File: config.mk
export PLATFORM = sky130hd
export DESIGN_NAME = fibonacci_mod_matrix_power_unit
export DESIGN_NICKNAME = d
export VERILOG_FILES = /design/src/hw/rtl/fmmp_pkg.sv /design/src/hw/rtl/fibonacci_mod_matrix_power_unit.sv /design/src/hw/rtl/fmmp_mulmod.sv
export SDC_FILE = /design/constraint.sdc
export NUM_CORES = 1
export LEC_CHECK = 0
export ABC_AREA = 1
export ABC_CLOCK_PERIOD_IN_PS = 7100
export BUFFER_PORTS_ARGS = -buffer_cell sky130_fd_sc_hd__buf_2
export CORE_UTILIZATION = 55
export DETAILED_ROUTE_END_ITERATION = 6
export PLACE_DENSITY = 0.84
export SYNTH_ARGS = -nofsm -noshare
export SYNTH_HDL_FRONTEND = slang
export SYNTH_SLANG_ARGS = --single-unit
File: constraint.sdc
create_clock -name clk -period 7.1 [get_ports clk]
set_input_delay 1.42 -clock clk [delete_from_list [all_inputs] [get_ports clk]]
set_output_delay 1.42 -clock clk [all_outputs]
set_load 0.01 [all_outputs]
File: src/hw/rtl/fmmp_pkg.sv
`timescale 1ns / 1ps
`default_nettype none
package fmmp_pkg;
  localparam int MOD_W = 31;
  localparam int IDX_W = 63;
  localparam int PROD_W = 2 * MOD_W;
  localparam logic [MOD_W-1:0] MODULUS_RESET = MOD_W'(10);
endpackage
`default_nettype wire

File: src/hw/rtl/fibonacci_mod_matrix_power_unit.sv
`timescale 1ns / 1ps
`default_nettype none
// a bit costs a NEXT step plus 8 mulmod ops, or 16 ops when it is set
// throughput: one item at a time; a new index is taken only after the result transfer
// in_stall high while busy or result pending
// reset: modulus returns to 10, control idle, no result pending
module fibonacci_mod_matrix_power_unit (
  input  wire logic clk,
  input  wire logic rst,
  input  wire logic cfg_we,
  input  wire logic [fmmp_pkg::MOD_W-1:0] cfg_data,
  input  wire logic in_valid,
  output logic in_stall,
  input  wire logic [fmmp_pkg::IDX_W-1:0] index,
  output logic out_valid,
  input  wire logic out_stall,
  output logic [fmmp_pkg::MOD_W-1:0] fib_value,
  output logic [fmmp_pkg::MOD_W-1:0] fib_next,
  output logic [fmmp_pkg::MOD_W-1:0] product_mod
);
  import fmmp_pkg::*;

  typedef enum logic [2:0] {IDLE, ISSUE, WAIT, NEXT, PROD, PWAIT, DONE} state_t;

  state_t state;
  logic [MOD_W-1:0] modulus;
  logic [MOD_W-1:0] m;
  logic [IDX_W-1:0] exponent_left;
  logic [MOD_W-1:0] bm [4];
  logic [MOD_W-1:0] rm [4];
  logic [MOD_W-1:0] tm [4];
  logic [MOD_W-1:0] part;
  logic [2:0] op;
  logic mul_phase;
  logic u_start;
  logic u_done;
  logic [MOD_W-1:0] ua;
  logic [MOD_W-1:0] ub;
  logic [MOD_W-1:0] ur;
  logic [MOD_W:0] sum;
  logic [MOD_W-1:0] sum_red;
  logic [1:0] ent;
  logic [MOD_W-1:0] xa [4];
  logic [MOD_W-1:0] xb [4];

  // mul_phase 1: result*base, 0: base*base; op = entry*2 + term
  always_comb begin
    for (int k = 0; k < 4; k++) begin
      xa[k] = mul_phase ? rm[k] : bm[k];
      xb[k] = bm[k];
    end
    ent = op[2:1];
    ua = '0;
    ub = '0;
    case (op[2:0])
      3'd0: begin ua = xa[0]; ub = xb[0]; end
      3'd1: begin ua = xa[1]; ub = xb[2]; end
      3'd2: begin ua = xa[0]; ub = xb[1]; end
      3'd3: begin ua = xa[1]; ub = xb[3]; end
      3'd4: begin ua = xa[2]; ub = xb[0]; end
      3'd5: begin ua = xa[3]; ub = xb[2]; end
      3'd6: begin ua = xa[2]; ub = xb[1]; end
      3'd7: begin ua = xa[3]; ub = xb[3]; end
      default: begin ua = '0; ub = '0; end
    endcase
    if (state == PROD) begin
      ua = rm[1];
      ub = rm[0];
    end
    sum = {1'b0, part} + {1'b0, ur};
    sum_red = (sum >= {1'b0, m}) ? MOD_W'(sum - {1'b0, m}) : sum[MOD_W-1:0];
  end

  assign u_start = (state == ISSUE) || (state == PROD);

  fmmp_mulmod u_mul (
    .clk(clk), .rst(rst), .start(u_start), .a(ua), .b(ub), .m(m),
    .done(u_done), .r(ur)
  );

  assign in_stall = (state != IDLE);

  always_ff @(posedge clk) begin
    if (rst) begin
      state <= IDLE;
      modulus <= MODULUS_RESET;
      out_valid <= 1'b0;
    end else begin
      if (cfg_we) modulus <= cfg_data;
      case (state)
        IDLE: begin
          if (in_valid) begin
            m <= (modulus < MOD_W'(2)) ? MOD_W'(2) : modulus;
            exponent_left <= index;
            bm[0] <= MOD_W'(1); bm[1] <= MOD_W'(1);
            bm[2] <= MOD_W'(1); bm[3] <= '0;
            rm[0] <= MOD_W'(1); rm[1] <= '0;
            rm[2] <= '0; rm[3] <= MOD_W'(1);
            state <= NEXT;
          end
        end
        NEXT: begin
          op <= '0;
          if (exponent_left == '0) begin
            state <= PROD;
          end else begin
            mul_phase <= exponent_left[0];
            state <= ISSUE;
          end
        end
        ISSUE: state <= WAIT;
        WAIT: begin
          if (u_done) begin
            if (!op[0]) begin
              part <= ur;
              op <= op + 1'b1;
              state <= ISSUE;
            end else begin
              tm[ent] <= sum_red;
              if (op[2:0] != 3'd7) begin
                op <= op + 1'b1;
                state <= ISSUE;
              end else begin
                op <= '0;
                if (mul_phase) begin
                  rm[0] <= tm[0]; rm[1] <= tm[1]; rm[2] <= tm[2]; rm[3] <= sum_red;
                  mul_phase <= 1'b0;
                  state <= ISSUE;
                end else begin
                  bm[0] <= tm[0]; bm[1] <= tm[1]; bm[2] <= tm[2]; bm[3] <= sum_red;
                  exponent_left <= exponent_left >> 1;
                  state <= NEXT;
                end
              end
            end
          end
        end
        PROD: state <= PWAIT;
        PWAIT: begin
          if (u_done) begin
            fib_value <= rm[1];
            fib_next <= rm[0];
            product_mod <= ur;
            out_valid <= 1'b1;
            state <= DONE;
          end
        end
        DONE: begin
          if (!out_stall) begin
            out_valid <= 1'b0;
            state <= IDLE;
          end
        end
        default: state <= IDLE;
      endcase
    end
  end
endmodule
`default_nettype wire

File: src/hw/rtl/fmmp_mulmod.sv
`timescale 1ns / 1ps
`default_nettype none
module fmmp_mulmod (
  input  wire logic clk,
  input  wire logic rst,
  input  wire logic start,
  input  wire logic [fmmp_pkg::MOD_W-1:0] a,
  input  wire logic [fmmp_pkg::MOD_W-1:0] b,
  input  wire logic [fmmp_pkg::MOD_W-1:0] m,
  output logic done,
  output logic [fmmp_pkg::MOD_W-1:0] r
);
  import fmmp_pkg::*;
  localparam int CW = $clog2(MOD_W + 1);

  logic [MOD_W-1:0] areg;
  logic [MOD_W-1:0] mreg;
  logic [CW-1:0] cnt;
  logic busy;
  logic [MOD_W+1:0] dbl;
  logic [MOD_W+1:0] add;
  logic [MOD_W+1:0] acc_d;
  logic [MOD_W-1:0] b_sh;
  logic [MOD_W-1:0] acc;

  // double and add, msb first, with reduction at each step
  always_comb begin
    dbl = {2'b0, acc} << 1;
    if (dbl >= {2'b0, mreg}) dbl = dbl - {2'b0, mreg};
    add = dbl + (b_sh[MOD_W-1] ? {2'b0, areg} : '0);
    acc_d = add;
    if (acc_d >= {2'b0, mreg}) acc_d = acc_d - {2'b0, mreg};
  end

  always_ff @(posedge clk) begin
    if (rst) begin
      busy <= 1'b0;
      done <= 1'b0;
      cnt <= '0;
    end else begin
      done <= 1'b0;
      if (start) begin
        busy <= 1'b1;
        cnt <= CW'(MOD_W);
        acc <= '0;
        areg <= (a >= m) ? a - m : a;
        b_sh <= b;
        mreg <= m;
      end else if (busy) begin
        acc <= acc_d[MOD_W-1:0];
        b_sh <= b_sh << 1;
        cnt <= cnt - 1'b1;
        if (cnt == CW'(1)) begin
          busy <= 1'b0;
          done <= 1'b1;
        end
      end
    end
  end
  assign r = acc;
endmodule
`default_nettype wire
==> impl_results.md, run 1 <==
* Nature of the critical path endpoint: register
* Post-synth EDFFs at 687
* Final hold vios at 0
* Flop and latch count out of synthesis at 729
* Final instance area at 0.0462 sq mm
* Most common library cells after synthesis: 1103 x nand2_1, 687 x edfxtp_1, 657 x nor2_1
* Final worst path period share at 0.960
* Router iterations before antenna repair at 7
* Placed cells at 5716
* Multi-input gate area at 0.0170 sq mm
* # DRC at 1
* Mapped Cells at 4669
* Fin crit period at 6.82 ns
* Pins Over Slew Limit at 0
* Syn nets at 4968
* CTS clock-pin slew for the worst setup and hold paths at 0.07 ns
* Layout area overhead at 12.2%
* CTS sink count at 729
* Routed Antenna Nets at 0
* H-tree depth at 3
* GPL Wtd Cong at 1.04
* Critical path data required time at 7.49 ns
* Vias in the first global route at 32570
* CTS Buf Count at 77
* Top cells by area, synth: edfxtp_1 50%, nand2_1 10%, nor2_1 6.0%
* Setup CP Type: register to register
* Post-synthesis sequential area ratio at 0.522
* GR Util All Layers at 0.325
* Ant. Diodes at 0
* Worst hold margin at 0.442 ns
* CTS root buf: clkbuf_16
* First-pass GRT wire length at 187 mm
* IO buf count at 193
* Initial core utilization at 0.560
* Critical path startpoint category: register
* Grt total ovfl at 0
* Failing checks: design-rule violations
* Die area at 0.0760 sq mm
* Initial antenna violation count at 3
* Post-synth top flop: edfxtp_1
* Most common cell on crit path: nand2_1
* Post-Syn Area at 0.0412 sq mm
* Count of final setup violators at 0
* Seq. cell area at 0.0215 sq mm
* Fill cell count at 5818
* Status: finished, violations left
* CP arrival at 7.21 ns
* I/O pin total at 194
* Layout Nets at 5161
* Most area-hungry cell type in the Yosys netlist: edfxtp_1
* Min-Delay Path Class: register to register
* Fin cells at 5879
* Max-slew headroom at 0.204
* Chip width at 276 microns
* Worst Skew at 0.0321 ns
* Max Cap Violations at 0
* Number of hold buffers added after CTS at 0
* Yosys warning count at 0
* Top-count cell post-synth: nand2_1
* Critical-path top delay cell: nor4_4
* Core footprint at 0.0735 sq mm
* Fmax at 147 MHz
* Post-synth ARST share at 0
* Final HPWL DP at 89.0 mm
* Worst slew pin tran at 1.19 ns
* Die Y at 276 microns
* CP max FO at 14
* Share of cells above drive strength 1 at 0.0990
* Wire per inst at 21.2 microns
* FP Rows at 99
* Clock tree buffer depth at 3
* Clk Latency, worst-skew pair at 0.64 ns
* CP peak stage delay at 0.46 ns
* Vias at 34736
* Synth cell types at 56
* Drt first-iter violations at 4751
* Placed Area at 0.0433 sq mm
* Post-Syn Area per Cell at 8.82 sq um
* CTS tree: yes
* Drt via density at 5.91
* Yosys top cell area share at 0.501
* Largest net degree at the start of global routing at 90
* Final core occ at 0.629
* Post-Route WL at 125 mm
[area by class of cell]
type / count / share of cell area
flip-flops and latches: 729 / 0.465
multi-input cells: 3187 / 0.368
clock inverters: 41 / 0.0122
inverters: 574 / 0.0467
repair buffers: 293 / 0.0391
clock buffers: 96 / 0.0435
well taps: 959 / 0.0260
[worst max-delay path: cells and delay by family, from the launching register on]
family | cells | cell delay [ns]
AND/OR/NAND/NOR | 16 | 2.21
AO/OA/AOI/OAI | 7 | 1.43
buffers and inverters | 9 | 1.26
adder cells (fa/ha/maj) | 3 | 1.13
flip-flops | 1 | 0.34
XOR/XNOR | 1 | 0.18
[path summary, 6_finish.rpt]
kind | slack, ns | to | from | cells past startpoint
worst max-delay path | 0.28 | u_mul.r[23] | u_mul.mreg[17] | 36
worst min-delay path | 0.44 | fib_value[4] | rm[1][4] | 0
worst max register to register | 0.28 | u_mul.r[23] | u_mul.mreg[17] | 36
worst min register to register | 0.44 | fib_value[4] | rm[1][4] | 0
[per-layer routing]
layer	track usage	vias to the layer above	routed length [microns]
li1	-	16135	-
met1	0.446	16043	49100
met2	0.498	2173	55000
met3	0.0695	379	14800
met4	0.141	6	5770
met5	0	-	41
[cell usage in the layout (no fill, tap or decap), drive strengths merged, types with 27 or more instances in the layout]
| cell | count |
|---|---|
| dfxtp | 42 |
| ha | 194 |
| nor3 | 35 |
| o31ai | 30 |
| edfxtp | 687 |
| buf | 293 |
| xor2 | 95 |
| a41oi | 30 |
| nand4 | 38 |
| o22ai | 32 |
| o21ai | 255 |
| clkbuf | 96 |
| a21o | 27 |
| a21oi | 280 |
| a22oi | 30 |
| a221oi | 36 |
| xnor2 | 49 |
| nand2 | 1108 |
| nor2 | 663 |
| inv | 580 |
| nand3 | 123 |
| nor4 | 40 |
[sequential cells by signal, indices dropped and copies added, names as in the netlist, 63 cells and up]
register	count
tm	93
rm	124
bm	124
exponent_left	63
[kinds of logic after synthesis]
logic type | share of synthesized area
AND/OR/NAND/NOR | 0.200
AO/OA/AOI/OAI | 0.115
buffers and inverters | 0.0711
flip-flops | 0.522
adder cells (fa/ha/maj) | 0.0619
XOR/XNOR | 0.0306
[what timing repair did]
action,4_1_cts,5_1_grt
resized for setup,4,25
buffers inserted,6,18
pin swaps,4,6
gates cloned,2,0
setup endpoints to repair,31,31
[per-stage QoR]
| step | setup slack, ns | setup TNS (ns) |
|---|---|---|
| after floorplan | 0.939 | 0 |
| after global placement | -0.149 | -4.34 |
| after detailed placement | -0.288 | -7.81 |
| after CTS | 0.0722 | 0 |
| after global routing | -0.120 | -1.37 |
| final | 0.281 | 0 |
Power of run 1 is left out: the tool's default activity adds up to more than one toggle a clock period on the data nets, which glitch-free logic cannot reach.
==> inputs of run 2 (changes only) <==
CORE_UTILIZATION = 35   (was 55)
PLACE_DENSITY = 0.61   (was 0.84)
==> run 2 against run 1 <==
  * The flow now finishes without violations
  * Worst hold slack gained 0.0090 ns
  * Routed wire length up 8.2%
  * Cell area rose by 1.4%
  * Maximum frequency increased by 2.1%
  * Clock skew increased by 0.0063 ns
  * Non-clock buffer count is 13 lower
  * Die area increased by 57%
  * First-iteration DRC count decreased by 36%
  * Via count decreased by 3.8%
  * Global-route usage is 10 points lower
  * Flip-flop and latch count unchanged
  * Core utilization fell by 23 points
  * Critical endpoint is now u_mul.r[3]
  * Highest routed layer is now met4
==> impl_results.md, run 2 (synthesized netlist as in run 1, its figures left out) <==
* Worst r2r path cells at 32 (was 36)
* Cell class contributing the biggest share of worst-path delay: simple AND/OR/NAND/NOR gates (unchanged)
* Critical path startpoint category: register (unchanged)
* # DRC at 0 (was 1)
* Drt first-iter violations at 3028 (was 4751)
* Largest net degree at the start of global routing at 125 (was 90)
* Hold Path End: m[6] (was fib_value[4])
* VDD IR-drop max at 0.000432 V
* Unrepaired setup endpoints after global routing: false
* Number of hold buffers added after CTS at 0 (unchanged)
* IO buf count at 193 (unchanged)
* PwrDens at 557 mW/mm^2
* CP max FO at 26 (was 14)
* CP arrival at 7.07 ns (was 7.21 ns)
* Drt via density at 5.19 (was 5.91)
* Critical path data required time at 7.49 ns (about the same)
* Initial antenna violation count at 2 (was 3)
* Critical-path top delay cell: a21oi_1 (was nor4_4)
* Worst slew pin tran at 1.14 ns (was 1.19 ns)
* FF-to-FF End: u_mul.r[3] (was u_mul.r[23])
* Most common cell on crit path: nand2_1 (unchanged)
* Setup ws final at 0.418 ns (was 0.281 ns)
* Core footprint at 0.116 sq mm (was 0.0735 sq mm)
* Pins Over Slew Limit at 0 (unchanged)
* Max-slew headroom at 0.238 (was 0.204)
* Final hold vios at 0 (unchanged)
* Vias at 33422 (was 34736)
* CTS clock-pin slew for the worst setup and hold paths at 0.06 ns (was 0.07 ns)
* CTS Buf Count at 82 (was 77)
* Count of final setup violators at 0 (unchanged)
* Worst Skew at 0.0384 ns (was 0.0321 ns)
* Router iterations before antenna repair at 5 (was 7)
* Pre-CTS setup slack at 0.274 ns (was -0.288 ns)
* GR Util All Layers at 0.222 (was 0.325)
* H-tree depth at 3 (unchanged)
* Clk Latency, worst-skew pair at 0.67 ns (was 0.64 ns)
* Final HPWL DP at 99.3 mm (was 89.0 mm)
* Final worst path period share at 0.941 (was 0.960)
* CTS tree: yes (unchanged)
* Die Y at 345 microns (was 276 microns)
* Leakage power at 20.1 nW
* Wire per inst at 20.9 microns (was 21.2 microns)
* Vias in the first global route at 32078 (was 32570)
* Initial core utilization at 0.354 (was 0.560)
* First-pass GRT wire length at 198 mm (was 187 mm)
* Die area at 0.119 sq mm (was 0.0760 sq mm)
* Most frequent cells in the layout: 1099 x nand2_1, 687 x edfxtp_1, 648 x nor2_1, 564 x inv_1, 275 x a21oi_1 (was 1099 x nand2_1, 687 x edfxtp_1, 648 x nor2_1, 564 x inv_1, 274 x a21oi_1)
* Nature of the critical path endpoint: register (unchanged)
* FF-to-FF Start: u_mul.r[15] (was u_mul.mreg[17])
* CTS root buf: clkbuf_16 (unchanged)
* Layout area overhead at 13.8% (was 12.2%)
* CTS sink count at 729 (unchanged)
* Clock tree buffer depth at 3 (unchanged)
* Min-Delay Path Class: register to register (unchanged)
* Routed Antenna Nets at 0 (unchanged)
* Layout Nets at 5151 (was 5161)
* GPL Wtd Cong at 0.973 (was 1.04)
* Fin crit period at 6.68 ns (was 6.82 ns)
* Share of cells above drive strength 1 at 0.0980 (was 0.0990)
* FP Rows at 125 (was 99)
* TNS Setup at 0 ns (unchanged)
* Max Cap Violations at 0 (unchanged)
* CP peak stage delay at 0.48 ns (was 0.46 ns)
* Regs by FF count: bm (124), rm (124), tm (93) (unchanged)
* Fmax at 150 MHz (was 147 MHz)
* Worst reg2reg setup slack at 0.42 ns (was 0.28 ns)
* Grt total ovfl at 0 (unchanged)
* Hold Startpoint: modulus[6] (was rm[1][4])
* Post-Route WL at 135 mm (was 125 mm)
* I/O pin total at 194 (unchanged)
* Hold path cells at 0 (unchanged)
* Chip width at 345 microns (was 276 microns)
* Setup CP Type: register to register (unchanged)
* Worst path bufs/invs at 5 (was 9)
* Commonest non-fill, non-tap cell in the layout: nand2_1 (unchanged)
* Status: completed (was finished, violations left)
run 2: changes by cell type in the layout (fill, tap and decap cells not counted), sizes merged:
cell / delta
clkinv: +17
buf: -13
bufinv: -4
inv: -4
clkinvlp: +2
nor2: -2
diode: +1
run 2: per-layer routing:
layer	GRT usage	routed length (microns)	vias to the layer above
met5	0	0	-
met4	0.0752	4310	0
met3	0.0281	8480	221
met2	0.370	63900	1188
met1	0.298	58300	15903
li1	-	-	16110
run 2: where the power goes:
group	total [W]	internal, W	switching, W
logic	0.0156	0.00492	0.0107
clock network	0.00426	0.00241	0.00184
registers	0.00625	0.00592	0.000329
run 2: worst max path at each step:
stage / slack (ns) / to / from / depth (start not counted)
finish: 0.42 / u_mul.r[3] / u_mul.r[15] / 32
global route: 0.01 / u_mul.r[27] / u_mul.r[10] / 33
CTS: 0.23 / u_mul.r[3] / u_mul.r[10] / 35
detailed placement: 0.27 / u_mul.r[28] / u_mul.r[10] / 35
global placement: 0.29 / u_mul.r[21] / u_mul.r[10] / 35
floorplan: 0.94 / fib_next[0] / rst / 3
run 2: metrics by stage:
stage	hold WS, ns	std cells	utilization	total power (W)	area, sq um
after CTS	0.451	6439	0.402	0.0259	46800
after global placement	0.436	6291	0.379	0.0216	44100
final	0.451	6441	0.402	0.0261	46800
after detailed placement	0.436	6291	0.379	0.0215	44100
after floorplan	0.426	4669	-	0.0166	41200
after global routing	0.463	6440	0.402	0.0280	46800
run 2: layout make-up:
| class | count | area (sq um) |
|---|---|---|
| timing repair buffer | 280 | 1710 |
| sequential | 729 | 21500 |
| antenna | 1 | 2.50 |
| tap | 1524 | 1910 |
| fill | 11712 | 69500 |
| inverter | 574 | 2160 |
| clock inverter | 52 | 548 |
| clock buffer | 96 | 2110 |
| multi-input combinational | 3185 | 16900 |
run 2: repair_timing:
| action | 4_1_cts | 5_1_grt |
|---|---|---|
| gates resized for setup | 0 | 25 |
| endpoints found under the hold margin | 0 | 0 |
| setup buffers | 0 | 1 |
| endpoints found under the setup margin | 0 | 31 |
run 2: worst register-to-register path: cells and delay by family, from the launching register on:
| family | cells | cell delay, ns |
|---|---|---|
| AO/OA/AOI/OAI | 5 | 1.39 |
| AND/OR/NAND/NOR | 19 | 2.77 |
| adder cells (fa/ha/maj) | 3 | 1.13 |
| buffers and inverters | 5 | 0.66 |
| flip-flops | 1 | 0.46 |
Power figures use the tool's default switching activity.
